===== config.mk =====
export PLATFORM = sky130hd
export DESIGN_NAME = cascaded_pid_flight_control
export DESIGN_NICKNAME = d
export VERILOG_FILES = /design/src/design/cpfc_pkg.sv /design/src/design/cascaded_pid_flight_control.sv /design/src/design/cpfc_serial_unit.sv
export SDC_FILE = /design/constraint.sdc
export NUM_CORES = 2
export LEC_CHECK = 0
export BUFFER_PORTS_ARGS = -buffer_cell sky130_fd_sc_hd__buf_4
export CORE_UTILIZATION = 55
export CTS_CLUSTER_DIAMETER = 50
export DETAILED_ROUTE_END_ITERATION = 6
export PLACE_DENSITY = 0.73
export RECOVER_POWER = 100
export SLEW_MARGIN = 25
export SYNTH_ARGS = -nofsm -noshare
export SYNTH_HDL_FRONTEND = slang
export SYNTH_SLANG_ARGS = --single-unit

===== constraint.sdc =====
create_clock -name clk -period 18.2 [get_ports clk]
set_input_delay 2.73 -clock clk [delete_from_list [all_inputs] [get_ports clk]]
set_output_delay 2.73 -clock clk [all_outputs]
set_load 0.02 [all_outputs]

===== src/design/cpfc_pkg.sv =====
// cpfc_pkg: shared widths, fixed-point constants and types for the
// cascaded PD flight controller; used by cpfc_serial_unit and the top level
package cpfc_pkg;

    // fixed-point format and field widths
    localparam int FRAC_BITS  = 16;
    localparam int DATA_W     = 32;
    localparam int GAIN_W     = 20;
    localparam int ANG_W      = 20;
    localparam int OUT_W      = 17;
    localparam int NUM_GAINS  = 8;
    localparam int GIDX_W     = 3;
    localparam int NUM_LOOPS  = 5;
    localparam int LOOP_W     = 3;

    // serial arithmetic unit sizing
    localparam int MAG_W      = DATA_W + 1;          // magnitude of an error difference
    localparam int MUL_A_W    = DATA_W - 1;          // magnitude of a saturated value
    localparam int ACC_W      = MUL_A_W + GAIN_W;    // full product
    localparam int DIV_N_W    = MAG_W + FRAC_BITS;   // shifted dividend
    localparam int MUL_DIGIT  = 4;
    localparam int MUL_STEPS  = GAIN_W / MUL_DIGIT;
    localparam int DIV_STEPS  = DIV_N_W;
    localparam int CNT_W      = 6;

    // constants at 16 fraction bits
    localparam logic signed [ANG_W:0]  PI_Q      = 21'sd205887;
    localparam logic signed [ANG_W:0]  TWO_PI_Q  = 21'sd411774;
    localparam logic signed [DATA_W:0] LIM_HI    = 33'sd2147483647;
    localparam logic signed [DATA_W:0] ATT_LIM   = 33'sd22938;
    localparam logic signed [DATA_W:0] FLAP_LIM  = 33'sd34341;
    localparam logic signed [DATA_W:0] ONE_Q     = 33'sd65536;

    // gain register indexes
    localparam logic [GIDX_W-1:0] G_HEADING_KP  = 3'd0;
    localparam logic [GIDX_W-1:0] G_HEADING_KD  = 3'd1;
    localparam logic [GIDX_W-1:0] G_ALTITUDE_KP = 3'd2;
    localparam logic [GIDX_W-1:0] G_ALTITUDE_KD = 3'd3;
    localparam logic [GIDX_W-1:0] G_SPEED_KP    = 3'd4;
    localparam logic [GIDX_W-1:0] G_SPEED_KD    = 3'd5;
    localparam logic [GIDX_W-1:0] G_ATT_KP      = 3'd6;
    localparam logic [GIDX_W-1:0] G_ATT_KD      = 3'd7;

    // gain reset values
    localparam logic [GAIN_W-1:0] RST_HEADING_KP  = 20'd52429;
    localparam logic [GAIN_W-1:0] RST_HEADING_KD  = 20'd9830;
    localparam logic [GAIN_W-1:0] RST_ALTITUDE_KP = 20'd52429;
    localparam logic [GAIN_W-1:0] RST_ALTITUDE_KD = 20'd9830;
    localparam logic [GAIN_W-1:0] RST_SPEED_KP    = 20'd32768;
    localparam logic [GAIN_W-1:0] RST_SPEED_KD    = 20'd3277;
    localparam logic [GAIN_W-1:0] RST_ATT_KP      = 20'd78643;
    localparam logic [GAIN_W-1:0] RST_ATT_KD      = 20'd6554;

    // loop indexes
    localparam logic [LOOP_W-1:0] L_HEADING  = 3'd0;
    localparam logic [LOOP_W-1:0] L_ALTITUDE = 3'd1;
    localparam logic [LOOP_W-1:0] L_SPEED    = 3'd2;
    localparam logic [LOOP_W-1:0] L_ROLL     = 3'd3;
    localparam logic [LOOP_W-1:0] L_PITCH    = 3'd4;

    typedef enum logic {OP_MUL, OP_DIV} op_t;

    typedef struct packed {
        logic start;
        op_t  op;
        logic neg;
    } unit_req_t;

    typedef struct packed {
        logic busy;
        logic done;
    } unit_stat_t;

endpackage


===== src/design/cascaded_pid_flight_control.sv =====
// cascaded PD flight controller: five PD loops run one after another on one
// shared serial multiply/divide unit; each loop runs a multiply, a divide and a
// multiply in turn, the divider running 49 steps, and the output register is
// loaded after the last loop; a zero step time skips the loops and gives an all-zero
// result. next word is taken in the cycle after the result is in the output
// register, so only one word is in flight at a time; reset clears history, gains to defaults
module cascaded_pid_flight_control (
    input  logic                     clk,
    input  logic                     rst_n,
    input  logic                     s_tvalid,
    output logic                     s_tready,
    // target_heading, target_height, target_airspeed, measured_heading,
    // measured_height, measured_airspeed, measured_roll, measured_pitch, step_time
    input  logic [231:0]             s_tdata,
    output logic                     m_tvalid,
    input  logic                     m_tready,
    // left_flap, right_flap, throttle
    output logic [55:0]              m_tdata,
    input  logic                     cfg_we,
    input  logic [cpfc_pkg::GIDX_W-1:0] cfg_addr,
    input  logic [cpfc_pkg::GAIN_W-1:0] cfg_data
);

    typedef enum logic [2:0] {
        ST_IDLE, ST_MUL_P, ST_WAIT_P, ST_DIV, ST_WAIT_DIV, ST_MUL_D, ST_WAIT_D, ST_FIN
    } state_t;

    state_t                             state_reg;
    logic [cpfc_pkg::LOOP_W-1:0]        loop_reg;
    logic                               zero_reg;
    logic                               m_tvalid_reg;
    logic [55:0]                        m_tdata_reg;
    logic [cpfc_pkg::GAIN_W-1:0]        gain_reg [cpfc_pkg::NUM_GAINS];
    logic signed [cpfc_pkg::DATA_W-1:0] prev_reg [cpfc_pkg::NUM_LOOPS];

    logic signed [cpfc_pkg::ANG_W-1:0]  target_heading_reg;
    logic signed [cpfc_pkg::DATA_W-1:0] target_height_reg;
    logic signed [cpfc_pkg::DATA_W-1:0] target_airspeed_reg;
    logic signed [cpfc_pkg::ANG_W-1:0]  measured_heading_reg;
    logic signed [cpfc_pkg::DATA_W-1:0] measured_height_reg;
    logic signed [cpfc_pkg::DATA_W-1:0] measured_airspeed_reg;
    logic signed [cpfc_pkg::ANG_W-1:0]  measured_roll_reg;
    logic signed [cpfc_pkg::ANG_W-1:0]  measured_pitch_reg;
    logic [cpfc_pkg::GAIN_W-1:0]        step_time_reg;

    logic signed [15:0]                 roll_t_reg;
    logic signed [15:0]                 pitch_t_reg;
    logic signed [cpfc_pkg::DATA_W-1:0] thr_reg;
    logic signed [cpfc_pkg::DATA_W-1:0] roll_c_reg;
    logic signed [cpfc_pkg::DATA_W-1:0] pitch_c_reg;
    logic signed [cpfc_pkg::DATA_W-1:0] p_reg;
    logic signed [cpfc_pkg::DATA_W-1:0] dq_reg;

    logic                               accept;
    logic                               out_free;
    logic signed [cpfc_pkg::ANG_W:0]    head_diff;
    logic signed [cpfc_pkg::ANG_W:0]    head_wrap;
    logic signed [cpfc_pkg::ANG_W:0]    roll_diff;
    logic signed [cpfc_pkg::ANG_W:0]    pitch_diff;
    logic signed [cpfc_pkg::DATA_W:0]   hgt_diff;
    logic signed [cpfc_pkg::DATA_W:0]   spd_diff;
    logic signed [cpfc_pkg::DATA_W-1:0] e_cur;
    logic signed [cpfc_pkg::DATA_W:0]   e_diff;
    logic [cpfc_pkg::MAG_W-1:0]         e_mag;
    logic [cpfc_pkg::MAG_W-1:0]         diff_mag;
    logic [cpfc_pkg::MAG_W-1:0]         dq_mag;
    logic [cpfc_pkg::GIDX_W-1:0]        kp_idx;
    logic [cpfc_pkg::GIDX_W-1:0]        g_idx;
    cpfc_pkg::unit_req_t                ureq;
    cpfc_pkg::unit_stat_t               ustat;
    logic [cpfc_pkg::MAG_W-1:0]         umag;
    logic [cpfc_pkg::GAIN_W-1:0]        uk;
    logic signed [cpfc_pkg::DATA_W-1:0] ures;
    logic signed [cpfc_pkg::DATA_W:0]   loop_sum;
    logic signed [cpfc_pkg::DATA_W-1:0] loop_out;
    logic signed [15:0]                 att_clamped;
    logic signed [cpfc_pkg::DATA_W:0]   fl_sum;
    logic signed [cpfc_pkg::DATA_W:0]   fr_sum;
    logic [cpfc_pkg::OUT_W-1:0]         fl_q;
    logic [cpfc_pkg::OUT_W-1:0]         fr_q;
    logic [cpfc_pkg::OUT_W-1:0]         thr_q;

    // one wrap step toward plus or minus pi
    function automatic logic signed [cpfc_pkg::ANG_W:0] wrap_step(
        input logic signed [cpfc_pkg::ANG_W:0] a
    );
        logic signed [cpfc_pkg::ANG_W:0] r;
        r = a;
        if (a > cpfc_pkg::PI_Q)
        begin
            r = a - cpfc_pkg::TWO_PI_Q;
        end
        else if (a < -cpfc_pkg::PI_Q)
        begin
            r = a + cpfc_pkg::TWO_PI_Q;
        end
        return r;
    endfunction

    // symmetric saturation to the data width
    function automatic logic signed [cpfc_pkg::DATA_W-1:0] sat_w(
        input logic signed [cpfc_pkg::DATA_W:0] a
    );
        logic signed [cpfc_pkg::DATA_W:0] r;
        r = a;
        if (a > cpfc_pkg::LIM_HI)
        begin
            r = cpfc_pkg::LIM_HI;
        end
        else if (a < -cpfc_pkg::LIM_HI)
        begin
            r = -cpfc_pkg::LIM_HI;
        end
        return r[cpfc_pkg::DATA_W-1:0];
    endfunction

    // clamp to plus or minus a limit
    function automatic logic signed [cpfc_pkg::DATA_W:0] clamp_sym(
        input logic signed [cpfc_pkg::DATA_W:0] a,
        input logic signed [cpfc_pkg::DATA_W:0] lim
    );
        logic signed [cpfc_pkg::DATA_W:0] r;
        r = a;
        if (a > lim)
        begin
            r = lim;
        end
        else if (a < -lim)
        begin
            r = -lim;
        end
        return r;
    endfunction

    assign accept   = s_tvalid && s_tready;
    assign s_tready = (state_reg == ST_IDLE);
    assign out_free = !m_tvalid_reg || m_tready;
    assign m_tvalid = m_tvalid_reg;
    assign m_tdata  = m_tdata_reg;

    // loop errors, full 20-bit heading difference needs up to three wrap steps
    assign head_diff  = $signed({target_heading_reg[cpfc_pkg::ANG_W-1], target_heading_reg})
                      - $signed({measured_heading_reg[cpfc_pkg::ANG_W-1], measured_heading_reg});
    assign head_wrap  = wrap_step(wrap_step(wrap_step(head_diff)));
    assign hgt_diff   = $signed({target_height_reg[cpfc_pkg::DATA_W-1], target_height_reg})
                      - $signed({measured_height_reg[cpfc_pkg::DATA_W-1], measured_height_reg});
    assign spd_diff   = $signed({target_airspeed_reg[cpfc_pkg::DATA_W-1], target_airspeed_reg})
                      - $signed({measured_airspeed_reg[cpfc_pkg::DATA_W-1], measured_airspeed_reg});
    assign roll_diff  = (cpfc_pkg::ANG_W+1)'(roll_t_reg)
                      - $signed({measured_roll_reg[cpfc_pkg::ANG_W-1], measured_roll_reg});
    assign pitch_diff = (cpfc_pkg::ANG_W+1)'(pitch_t_reg)
                      - $signed({measured_pitch_reg[cpfc_pkg::ANG_W-1], measured_pitch_reg});

    always_comb
    begin
        case (loop_reg)
            cpfc_pkg::L_HEADING:  e_cur = cpfc_pkg::DATA_W'(head_wrap);
            cpfc_pkg::L_ALTITUDE: e_cur = sat_w(hgt_diff);
            cpfc_pkg::L_SPEED:    e_cur = sat_w(spd_diff);
            cpfc_pkg::L_ROLL:     e_cur = cpfc_pkg::DATA_W'(roll_diff);
            default:              e_cur = cpfc_pkg::DATA_W'(pitch_diff);
        endcase
    end

    // magnitudes fed to the serial unit
    assign e_diff   = (cpfc_pkg::DATA_W+1)'(e_cur) - (cpfc_pkg::DATA_W+1)'(prev_reg[loop_reg]);
    assign e_mag    = e_cur[cpfc_pkg::DATA_W-1] ? -(cpfc_pkg::MAG_W'(e_cur)) : cpfc_pkg::MAG_W'(e_cur);
    assign diff_mag = e_diff[cpfc_pkg::DATA_W] ? -e_diff : e_diff;
    assign dq_mag   = dq_reg[cpfc_pkg::DATA_W-1] ? -(cpfc_pkg::MAG_W'(dq_reg))
                                                 : cpfc_pkg::MAG_W'(dq_reg);

    // gain select: kp in the proportional pass, kd in the derivative pass
    always_comb
    begin
        case (loop_reg)
            cpfc_pkg::L_HEADING:  kp_idx = cpfc_pkg::G_HEADING_KP;
            cpfc_pkg::L_ALTITUDE: kp_idx = cpfc_pkg::G_ALTITUDE_KP;
            cpfc_pkg::L_SPEED:    kp_idx = cpfc_pkg::G_SPEED_KP;
            default:              kp_idx = cpfc_pkg::G_ATT_KP;
        endcase
    end
    assign g_idx = {kp_idx[cpfc_pkg::GIDX_W-1:1], state_reg == ST_MUL_D};

    // serial unit request
    always_comb
    begin
        ureq = '{start: 1'b0, op: cpfc_pkg::OP_MUL, neg: 1'b0};
        umag = e_mag;
        uk   = gain_reg[g_idx];
        case (state_reg)
            ST_MUL_P:
            begin
                ureq = '{start: 1'b1, op: cpfc_pkg::OP_MUL, neg: e_cur[cpfc_pkg::DATA_W-1]};
            end
            ST_DIV:
            begin
                ureq = '{start: 1'b1, op: cpfc_pkg::OP_DIV, neg: e_diff[cpfc_pkg::DATA_W]};
                umag = diff_mag;
                uk   = step_time_reg;
            end
            ST_MUL_D:
            begin
                ureq = '{start: 1'b1, op: cpfc_pkg::OP_MUL, neg: dq_reg[cpfc_pkg::DATA_W-1]};
                umag = dq_mag;
            end
            default:
            begin
                ureq = '{start: 1'b0, op: cpfc_pkg::OP_MUL, neg: 1'b0};
            end
        endcase
    end

    cpfc_serial_unit u_unit (
        .clk    (clk),
        .rst_n  (rst_n),
        .req    (ureq),
        .mag    (umag),
        .k      (uk),
        .stat   (ustat),
        .result (ures)
    );

    // loop output and outer-loop clamp
    assign loop_sum    = (cpfc_pkg::DATA_W+1)'(p_reg) + (cpfc_pkg::DATA_W+1)'(ures);
    assign loop_out    = sat_w(loop_sum);
    assign att_clamped = 16'(clamp_sym((cpfc_pkg::DATA_W+1)'(loop_out), cpfc_pkg::ATT_LIM));

    // elevon mixing and throttle limit
    assign fl_sum = (cpfc_pkg::DATA_W+1)'(pitch_c_reg) + (cpfc_pkg::DATA_W+1)'(roll_c_reg);
    assign fr_sum = (cpfc_pkg::DATA_W+1)'(pitch_c_reg) - (cpfc_pkg::DATA_W+1)'(roll_c_reg);
    assign fl_q   = cpfc_pkg::OUT_W'(clamp_sym(fl_sum, cpfc_pkg::FLAP_LIM));
    assign fr_q   = cpfc_pkg::OUT_W'(clamp_sym(fr_sum, cpfc_pkg::FLAP_LIM));

    always_comb
    begin
        if (thr_reg[cpfc_pkg::DATA_W-1])
        begin
            thr_q = '0;
        end
        else if ((cpfc_pkg::DATA_W+1)'(thr_reg) > cpfc_pkg::ONE_Q)
        begin
            thr_q = cpfc_pkg::OUT_W'(cpfc_pkg::ONE_Q);
        end
        else
        begin
            thr_q = thr_reg[cpfc_pkg::OUT_W-1:0];
        end
    end

    // gain registers
    always_ff @(posedge clk or negedge rst_n)
    begin
        if (!rst_n)
        begin
            gain_reg[cpfc_pkg::G_HEADING_KP]  <= cpfc_pkg::RST_HEADING_KP;
            gain_reg[cpfc_pkg::G_HEADING_KD]  <= cpfc_pkg::RST_HEADING_KD;
            gain_reg[cpfc_pkg::G_ALTITUDE_KP] <= cpfc_pkg::RST_ALTITUDE_KP;
            gain_reg[cpfc_pkg::G_ALTITUDE_KD] <= cpfc_pkg::RST_ALTITUDE_KD;
            gain_reg[cpfc_pkg::G_SPEED_KP]    <= cpfc_pkg::RST_SPEED_KP;
            gain_reg[cpfc_pkg::G_SPEED_KD]    <= cpfc_pkg::RST_SPEED_KD;
            gain_reg[cpfc_pkg::G_ATT_KP]      <= cpfc_pkg::RST_ATT_KP;
            gain_reg[cpfc_pkg::G_ATT_KD]      <= cpfc_pkg::RST_ATT_KD;
        end
        else if (cfg_we)
        begin
            gain_reg[cfg_addr] <= cfg_data;
        end
    end

    // sequencer, error history and output register
    always_ff @(posedge clk or negedge rst_n)
    begin
        if (!rst_n)
        begin
            state_reg    <= ST_IDLE;
            loop_reg     <= '0;
            zero_reg     <= 1'b0;
            m_tvalid_reg <= 1'b0;
            m_tdata_reg  <= '0;
            for (int i = 0; i < cpfc_pkg::NUM_LOOPS; i++)
            begin
                prev_reg[i] <= '0;
            end
        end
        else
        begin
            // a word leaving while no new one is loaded
            if (m_tvalid_reg && m_tready && state_reg != ST_FIN)
            begin
                m_tvalid_reg <= 1'b0;
            end
            case (state_reg)
                ST_IDLE:
                begin
                    if (accept)
                    begin
                        loop_reg <= cpfc_pkg::L_HEADING;
                        zero_reg <= (s_tdata[227:208] == '0);
                        state_reg <= (s_tdata[227:208] == '0) ? ST_FIN : ST_MUL_P;
                    end
                end
                ST_MUL_P:    state_reg <= ST_WAIT_P;
                ST_WAIT_P:   if (ustat.done) state_reg <= ST_DIV;
                ST_DIV:      state_reg <= ST_WAIT_DIV;
                ST_WAIT_DIV: if (ustat.done) state_reg <= ST_MUL_D;
                ST_MUL_D:    state_reg <= ST_WAIT_D;
                ST_WAIT_D:
                begin
                    if (ustat.done)
                    begin
                        prev_reg[loop_reg] <= e_cur;
                        if (loop_reg == cpfc_pkg::L_PITCH)
                        begin
                            state_reg <= ST_FIN;
                        end
                        else
                        begin
                            loop_reg  <= loop_reg + 1'b1;
                            state_reg <= ST_MUL_P;
                        end
                    end
                end
                ST_FIN:
                begin
                    if (out_free)
                    begin
                        m_tvalid_reg <= 1'b1;
                        m_tdata_reg  <= zero_reg ? '0 : {5'b0, thr_q, fr_q, fl_q};
                        state_reg    <= ST_IDLE;
                    end
                    else if (m_tvalid_reg && m_tready)
                    begin
                        m_tvalid_reg <= 1'b0;
                    end
                end
                default: state_reg <= ST_IDLE;
            endcase
        end
    end

    // input capture and per-word working values
    always_ff @(posedge clk)
    begin
        if (accept)
        begin
            target_heading_reg    <= s_tdata[19:0];
            target_height_reg     <= s_tdata[51:20];
            target_airspeed_reg   <= s_tdata[83:52];
            measured_heading_reg  <= s_tdata[103:84];
            measured_height_reg   <= s_tdata[135:104];
            measured_airspeed_reg <= s_tdata[167:136];
            measured_roll_reg     <= s_tdata[187:168];
            measured_pitch_reg    <= s_tdata[207:188];
            step_time_reg         <= s_tdata[227:208];
        end
        if (state_reg == ST_WAIT_P && ustat.done)
        begin
            p_reg <= ures;
        end
        if (state_reg == ST_WAIT_DIV && ustat.done)
        begin
            dq_reg <= ures;
        end
        if (state_reg == ST_WAIT_D && ustat.done)
        begin
            case (loop_reg)
                cpfc_pkg::L_HEADING:  roll_t_reg  <= att_clamped;
                cpfc_pkg::L_ALTITUDE: pitch_t_reg <= att_clamped;
                cpfc_pkg::L_SPEED:    thr_reg     <= loop_out;
                cpfc_pkg::L_ROLL:     roll_c_reg  <= loop_out;
                default:              pitch_c_reg <= loop_out;
            endcase
        end
    end

`ifndef SYNTHESIS
    // serial unit is never busy while a new word can be taken
    a_idle_unit_free: assert property (@(posedge clk) disable iff (!rst_n)
        (state_reg == ST_IDLE) |-> !ustat.busy)
        else $error("serial unit busy while idle");

    // unit completion only lands in a wait state
    a_done_in_wait: assert property (@(posedge clk) disable iff (!rst_n)
        ustat.done |-> (state_reg == ST_WAIT_P || state_reg == ST_WAIT_DIV
                        || state_reg == ST_WAIT_D))
        else $error("unit done outside wait state");

    // loop index stays within the five loops
    a_loop_range: assert property (@(posedge clk) disable iff (!rst_n)
        loop_reg <= cpfc_pkg::L_PITCH)
        else $error("loop index out of range");
`endif

endmodule


===== src/design/cpfc_serial_unit.sv =====
// cpfc_serial_unit: shared digit-serial multiplier (4 gain bits a cycle) and
// restoring divider (one quotient bit a cycle) with rounding and saturation
// depends on cpfc_pkg
module cpfc_serial_unit (
    input  logic                               clk,
    input  logic                               rst_n,
    input  cpfc_pkg::unit_req_t                req,
    input  logic [cpfc_pkg::MAG_W-1:0]         mag,
    input  logic [cpfc_pkg::GAIN_W-1:0]        k,
    output cpfc_pkg::unit_stat_t               stat,
    output logic signed [cpfc_pkg::DATA_W-1:0] result
);

    logic                               busy_reg;
    logic [cpfc_pkg::CNT_W-1:0]         cnt_reg;
    cpfc_pkg::op_t                      op_reg;
    logic                               neg_reg;
    logic [cpfc_pkg::ACC_W-1:0]         acc_reg;
    logic [cpfc_pkg::ACC_W-1:0]         mcand_reg;
    logic [cpfc_pkg::GAIN_W-1:0]        mplier_reg;
    logic [cpfc_pkg::GAIN_W-1:0]        divisor_reg;
    logic [cpfc_pkg::DIV_N_W-1:0]       work_reg;
    logic [cpfc_pkg::GAIN_W-1:0]        rem_reg;

    logic [cpfc_pkg::CNT_W-1:0]         last_cnt;
    logic                               done;
    logic                               step;
    logic [cpfc_pkg::ACC_W+cpfc_pkg::MUL_DIGIT-1:0] prod_full;
    logic [cpfc_pkg::GAIN_W:0]          trial;
    logic [cpfc_pkg::GAIN_W:0]          trial_sub;
    logic                               trial_ge;
    logic [cpfc_pkg::GAIN_W-1:0]        rem_next;
    logic [cpfc_pkg::ACC_W-cpfc_pkg::FRAC_BITS:0] mul_round;
    logic                               round_up;
    logic [cpfc_pkg::DIV_N_W:0]         div_round;
    logic                               mag_big;
    logic [cpfc_pkg::MUL_A_W-1:0]       mag_sat;
    logic signed [cpfc_pkg::DATA_W-1:0] mag_pos;

    // step control
    assign last_cnt = (op_reg == cpfc_pkg::OP_DIV) ? cpfc_pkg::CNT_W'(cpfc_pkg::DIV_STEPS)
                                                   : cpfc_pkg::CNT_W'(cpfc_pkg::MUL_STEPS);
    assign done = busy_reg && (cnt_reg == last_cnt);
    assign step = busy_reg && (cnt_reg != last_cnt);
    assign stat = '{busy: busy_reg, done: done};

    // multiply digit and divide trial subtract
    assign prod_full = mcand_reg * mplier_reg[cpfc_pkg::MUL_DIGIT-1:0];
    assign trial     = {rem_reg, work_reg[cpfc_pkg::DIV_N_W-1]};
    assign trial_sub = trial - {1'b0, divisor_reg};
    assign trial_ge  = trial >= {1'b0, divisor_reg};
    assign rem_next  = trial_ge ? trial_sub[cpfc_pkg::GAIN_W-1:0] : trial[cpfc_pkg::GAIN_W-1:0];

    // rounding, saturation and sign
    assign mul_round = {1'b0, acc_reg[cpfc_pkg::ACC_W-1:cpfc_pkg::FRAC_BITS]}
                     + (cpfc_pkg::ACC_W-cpfc_pkg::FRAC_BITS+1)'(acc_reg[cpfc_pkg::FRAC_BITS-1]);
    assign round_up  = {rem_reg, 1'b0} >= {1'b0, divisor_reg};
    assign div_round = {1'b0, work_reg} + (cpfc_pkg::DIV_N_W+1)'(round_up);

    always_comb
    begin
        if (op_reg == cpfc_pkg::OP_MUL)
        begin
            mag_big = mul_round > (cpfc_pkg::ACC_W-cpfc_pkg::FRAC_BITS+1)'(cpfc_pkg::LIM_HI);
            mag_sat = mul_round[cpfc_pkg::MUL_A_W-1:0];
        end
        else
        begin
            mag_big = div_round > (cpfc_pkg::DIV_N_W+1)'(cpfc_pkg::LIM_HI);
            mag_sat = div_round[cpfc_pkg::MUL_A_W-1:0];
        end
        if (mag_big)
        begin
            mag_sat = {cpfc_pkg::MUL_A_W{1'b1}};
        end
        mag_pos = $signed({1'b0, mag_sat});
        result  = neg_reg ? -mag_pos : mag_pos;
    end

    // control state
    always_ff @(posedge clk or negedge rst_n)
    begin
        if (!rst_n)
        begin
            busy_reg <= 1'b0;
            cnt_reg  <= '0;
        end
        else if (req.start && !busy_reg)
        begin
            busy_reg <= 1'b1;
            cnt_reg  <= '0;
        end
        else if (done)
        begin
            busy_reg <= 1'b0;
        end
        else if (busy_reg)
        begin
            cnt_reg <= cnt_reg + 1'b1;
        end
    end

    // operand and datapath registers
    always_ff @(posedge clk)
    begin
        if (req.start && !busy_reg)
        begin
            op_reg      <= req.op;
            neg_reg     <= req.neg;
            acc_reg     <= '0;
            mcand_reg   <= {{cpfc_pkg::GAIN_W{1'b0}}, mag[cpfc_pkg::MUL_A_W-1:0]};
            mplier_reg  <= k;
            divisor_reg <= k;
            work_reg    <= {mag, {cpfc_pkg::FRAC_BITS{1'b0}}};
            rem_reg     <= '0;
        end
        else if (step)
        begin
            if (op_reg == cpfc_pkg::OP_MUL)
            begin
                acc_reg    <= acc_reg + prod_full[cpfc_pkg::ACC_W-1:0];
                mcand_reg  <= mcand_reg << cpfc_pkg::MUL_DIGIT;
                mplier_reg <= mplier_reg >> cpfc_pkg::MUL_DIGIT;
            end
            else
            begin
                rem_reg  <= rem_next;
                work_reg <= {work_reg[cpfc_pkg::DIV_N_W-2:0], trial_ge};
            end
        end
    end

endmodule

==> PnR_summary.wiki <==
{| class="wikitable"
! Metric !! Value
|-
| Outcome || complete, but fails checks
|-
| Failing checks || DRC, capacitance limit, slew limit
|-
| Number of maximum-capacitance violations || 32
|-
| R2R Path Start || target_heading_reg[0]$_DFFE_PP_
|-
| Required time at the worst-slack endpoint || 18.58 ns
|-
| Fraction of the yosys area taken by sequential cells || 40.6%
|-
| Element type at the critical path end || register
|-
| Core outline area || 122000 um2
|-
| Finished Core Util || 62.0%
|-
| Vert. Die Dim || 354 um
|-
| Number of buffers inserted by port buffering || 308
|-
| End of the worst register-to-register path || u_unit.mcand_reg[29]$_DFFE_PP_
|-
| Final hold violation count || 0
|-
| Unique cell type count in the Yosys netlist || 125
|-
| Placer congestion estimate || 0.995
|-
| Critical Path Source Type || register
|-
| Most repeated library cell on the critical path || sky130_fd_sc_hd__a21oi_1
|-
| Half-perimeter wire length after placement || 144 mm
|-
| Total power consumption of the routed design || 0.00904 W
|-
| Synthesized area || 68100 um2
|-
| Combinational fraction of design power || 37.8%
|-
| Sequential fraction of design power || 33.7%
|-
| Post-detailed-route count of antenna-violating nets || 0
|-
| DR iter-0 viols || 5324
|-
| TritonCTS buffer count || 132
|-
| Most frequently used cell type in the post-synthesis netlist || sky130_fd_sc_hd__nand2_1
|-
| Sum of overflow across all layers after global routing || 0
|-
| Final critical-path share of the clock period || 89.6%
|-
| Critical path class || reg -> reg
|-
| Area enclosed by the die boundary || 125000 um2
|-
| Vias in the first global route || 54700
|-
| Post-Route WL || 195 mm
|-
| Transition time at the pin with the least slew margin || 8.39 ns
|-
| RSZ-0062 raised after global routing || false
|-
| Yosys warning total || 0
|-
| Largest vdd supply drop || 0.000146 V
|-
| Depth of the worst register-to-register path || 53
|-
| Startpoint of the lowest-slack hold path || u_unit.mcand_reg[50]$_SDFFE_PP0P_
|-
| Largest area contributor in the netlist || sky130_fd_sc_hd__edfxtp_1
|-
| TritonCTS clock tree || done
|-
| Worst hold endpoint || u_unit.mcand_reg[50]$_SDFFE_PP0P_
|-
| Post-synth top area share || 23.2%
|-
| Share of cells above drive strength 1 || 11.6%
|-
| Level count of the clock H-tree || 4
|-
| Setup slack on the worst flop-to-flop path || 1.89 ns
|-
| Maximum number of pins on one net before global-route repair || 166
|-
| Die extent in x || 354 um
|-
| Net switching power || 0.00331 W
|-
| Flops & latches, synth || 1019
|-
| Cell-internal power || 0.00573 W
|-
| Depth of the worst hold-timing path || 2
|-
| Buffer depth of the longest clock path || 3
|-
| Switching power share of the total || 36.6%
|-
| Vias || 56200
|-
| Relative contribution of the clock network to total power || 28.5%
|-
| 1st-pass router iterations || 7
|-
| Commonest cells post-synth || sky130_fd_sc_hd__nand2_1, sky130_fd_sc_hd__edfxtp_1, sky130_fd_sc_hd__inv_1
|-
| Initial core utilization || 55.7%
|-
| Worst min-delay path category || reg -> reg
|-
| CTS sink count || 1019
|-
| Count of buffers added by post-CTS timing repair for setup || 0
|-
| Final Slew Violations || 1516
|-
| Cell area power density || 119 nW/um2
|-
| Leak pwr || 31.8 nW
|-
| Critical Path Max Stage Delay || 0.99 ns
|-
| Worst-skew pair later-pin latency || 0.77 ns
|-
| Final Setup Violations || 0
|-
| Most instantiated flip-flop cell in the synthesis netlist || sky130_fd_sc_hd__edfxtp_1
|-
| Shortest period the worst path allows || 16.31 ns
|-
| Global-route wire length before repair || 306 mm
|-
| Fmax achieved || 61.3 MHz
|-
| Post-detailed-route DRC marker count || 3
|-
| Clock slew at reported path FFs || 0.06 ns
|-
| Async set-reset flop share out of synthesis || 37.9%
|-
| Root buf cell || sky130_fd_sc_hd__clkbuf_16
|-
| Antenna violations before repair || 7
|-
| Placement row count || 128
|-
| Number of instances in the synthesized netlist || 7218
|-
| Worst Path Arrival || 16.69 ns
|-
| WL/cell || 21.2 um
|-
| CTS hold repair buffers || 0
|-
| Via density per instance || 6.12
|-
| Overall track demand over capacity in global routing || 30.8%
|-
| Max-slew headroom || -459%
|-
| Layout Nets || 8209
|-
| Post-cts resize count || 0
|-
| Number of synthesized flops with an enable pin || 526
|-
| Crit-path slowest cell || sky130_fd_sc_hd__o211ai_1
|-
| Final worst clock skew || 0.0338 ns
|-
| Cells taking the most area after synthesis || sky130_fd_sc_hd__edfxtp_1, sky130_fd_sc_hd__dfrtp_1, sky130_fd_sc_hd__ha_1, sky130_fd_sc_hd__nand2_1, sky130_fd_sc_hd__fa_1
|-
| Final-layout setup total negative slack || 0 ns
|-
| Layout-stage area growth over the synthesis result || 11.3%
|-
| Crit path max fanout || 15
|-
| Boundary Pins || 318
|-
| Average cell area after synthesis || 9.44 um2
|}
[metrics by stage]
step,worst slack (ns),hold WS [ns],area (um2),cells
finish,1.89,0.457,75800,9183
CTS,2.75,0.463,76400,9178
global route,0.679,0.491,75800,9182
global placement,3.28,0.447,72100,8939
floorplan,5.50,0.434,68200,7222
detailed placement,2.93,0.455,72100,8940
[critical path: cells and delay by family, from the launching register on]
kind            cells  cell delay, ns
buf+inv             3            0.27
fa+ha+maj           4            1.46
flops               1            0.32
compound gates     32           10.54
xor+xnor            4            1.71
simple gates       10            1.57
[power groups by stage]
stage          sequential (W)  combinational (W)  clock, W
2_1_floorplan         0.00302            0.00256         0
3_3_place_gp          0.00306            0.00329         0
3_5_place_dp          0.00308            0.00340         0
4_1_cts               0.00304            0.00343   0.00262
5_1_grt               0.00308            0.00382   0.00271
6_report              0.00304            0.00341   0.00258
[routing by layer]
layer	up-vias	global-route usage (%)	part of all wire, %
met5	-	0	0
met4	0	11.5	3.7
met3	417	4.98	7.5
met2	2169	49.9	47
met1	27500	41.5	42
li1	26200	-	-
[worst max path at each step]
stage | from | end | slack, ns | depth (start not counted)
after floorplan | u_unit.divisor_reg[6]$_DFFE_PP_ | pitch_t_reg[11]$_DFFE_PP_ | 5.50 | 68
after global placement | u_unit.divisor_reg[6]$_DFFE_PP_ | roll_t_reg[8]$_DFFE_PP_ | 3.28 | 67
after detailed placement | u_unit.divisor_reg[6]$_DFFE_PP_ | roll_t_reg[8]$_DFFE_PP_ | 2.93 | 67
after CTS | u_unit.divisor_reg[6]$_DFFE_PP_ | roll_t_reg[8]$_DFFE_PP_ | 2.75 | 67
after global routing | measured_heading_reg[0]$_DFFE_PP_ | u_unit.mcand_reg[28]$_DFFE_PP_ | 0.68 | 52
final | target_heading_reg[0]$_DFFE_PP_ | u_unit.mcand_reg[29]$_DFFE_PP_ | 1.89 | 53
[final cells by class]
cell class	instances	area, um2
antenna	4	10.0
sequential	1019	27700
tap	1625	2030
timing repair buffer	398	2500
multi-input combinational	5383	37300
inverter	516	1940
fill	10200	46500
clock buffer	166	3610
clock inverter	72	723
[layout by cell type, fill, tap and decap left out, types with 76 or more instances in the layout]
cell / count
sky130_fd_sc_hd__xor2_1: 162
sky130_fd_sc_hd__ha_1: 346
sky130_fd_sc_hd__a21o_1: 140
sky130_fd_sc_hd__clkbuf_4: 202
sky130_fd_sc_hd__mux2_2: 222
sky130_fd_sc_hd__fa_1: 153
sky130_fd_sc_hd__inv_1: 513
sky130_fd_sc_hd__dfrtp_1: 328
sky130_fd_sc_hd__xnor2_1: 294
sky130_fd_sc_hd__nand3_1: 224
sky130_fd_sc_hd__a21oi_1: 417
sky130_fd_sc_hd__and3_1: 76
sky130_fd_sc_hd__and2_1: 87
sky130_fd_sc_hd__edfxtp_1: 526
sky130_fd_sc_hd__dfxtp_1: 107
sky130_fd_sc_hd__o21ai_0: 475
sky130_fd_sc_hd__clkbuf_16: 136
sky130_fd_sc_hd__nor3_1: 88
sky130_fd_sc_hd__nand2_1: 969
sky130_fd_sc_hd__nor2_1: 469
sky130_fd_sc_hd__clkbuf_1: 152
[kinds of logic after synthesis]
kind of cell    count (synthesis)  synth area share, %
fa+ha+maj                     509                 11.0
flops                        1019                 40.6
xor+xnor                      457                 5.89
other cells                     1              0.00550
buf+inv                       820                 4.62
compound gates               1791                 17.2
mux                           256                 4.36
simple gates                 2365                 16.3
(Power assumes the default switching activity.)
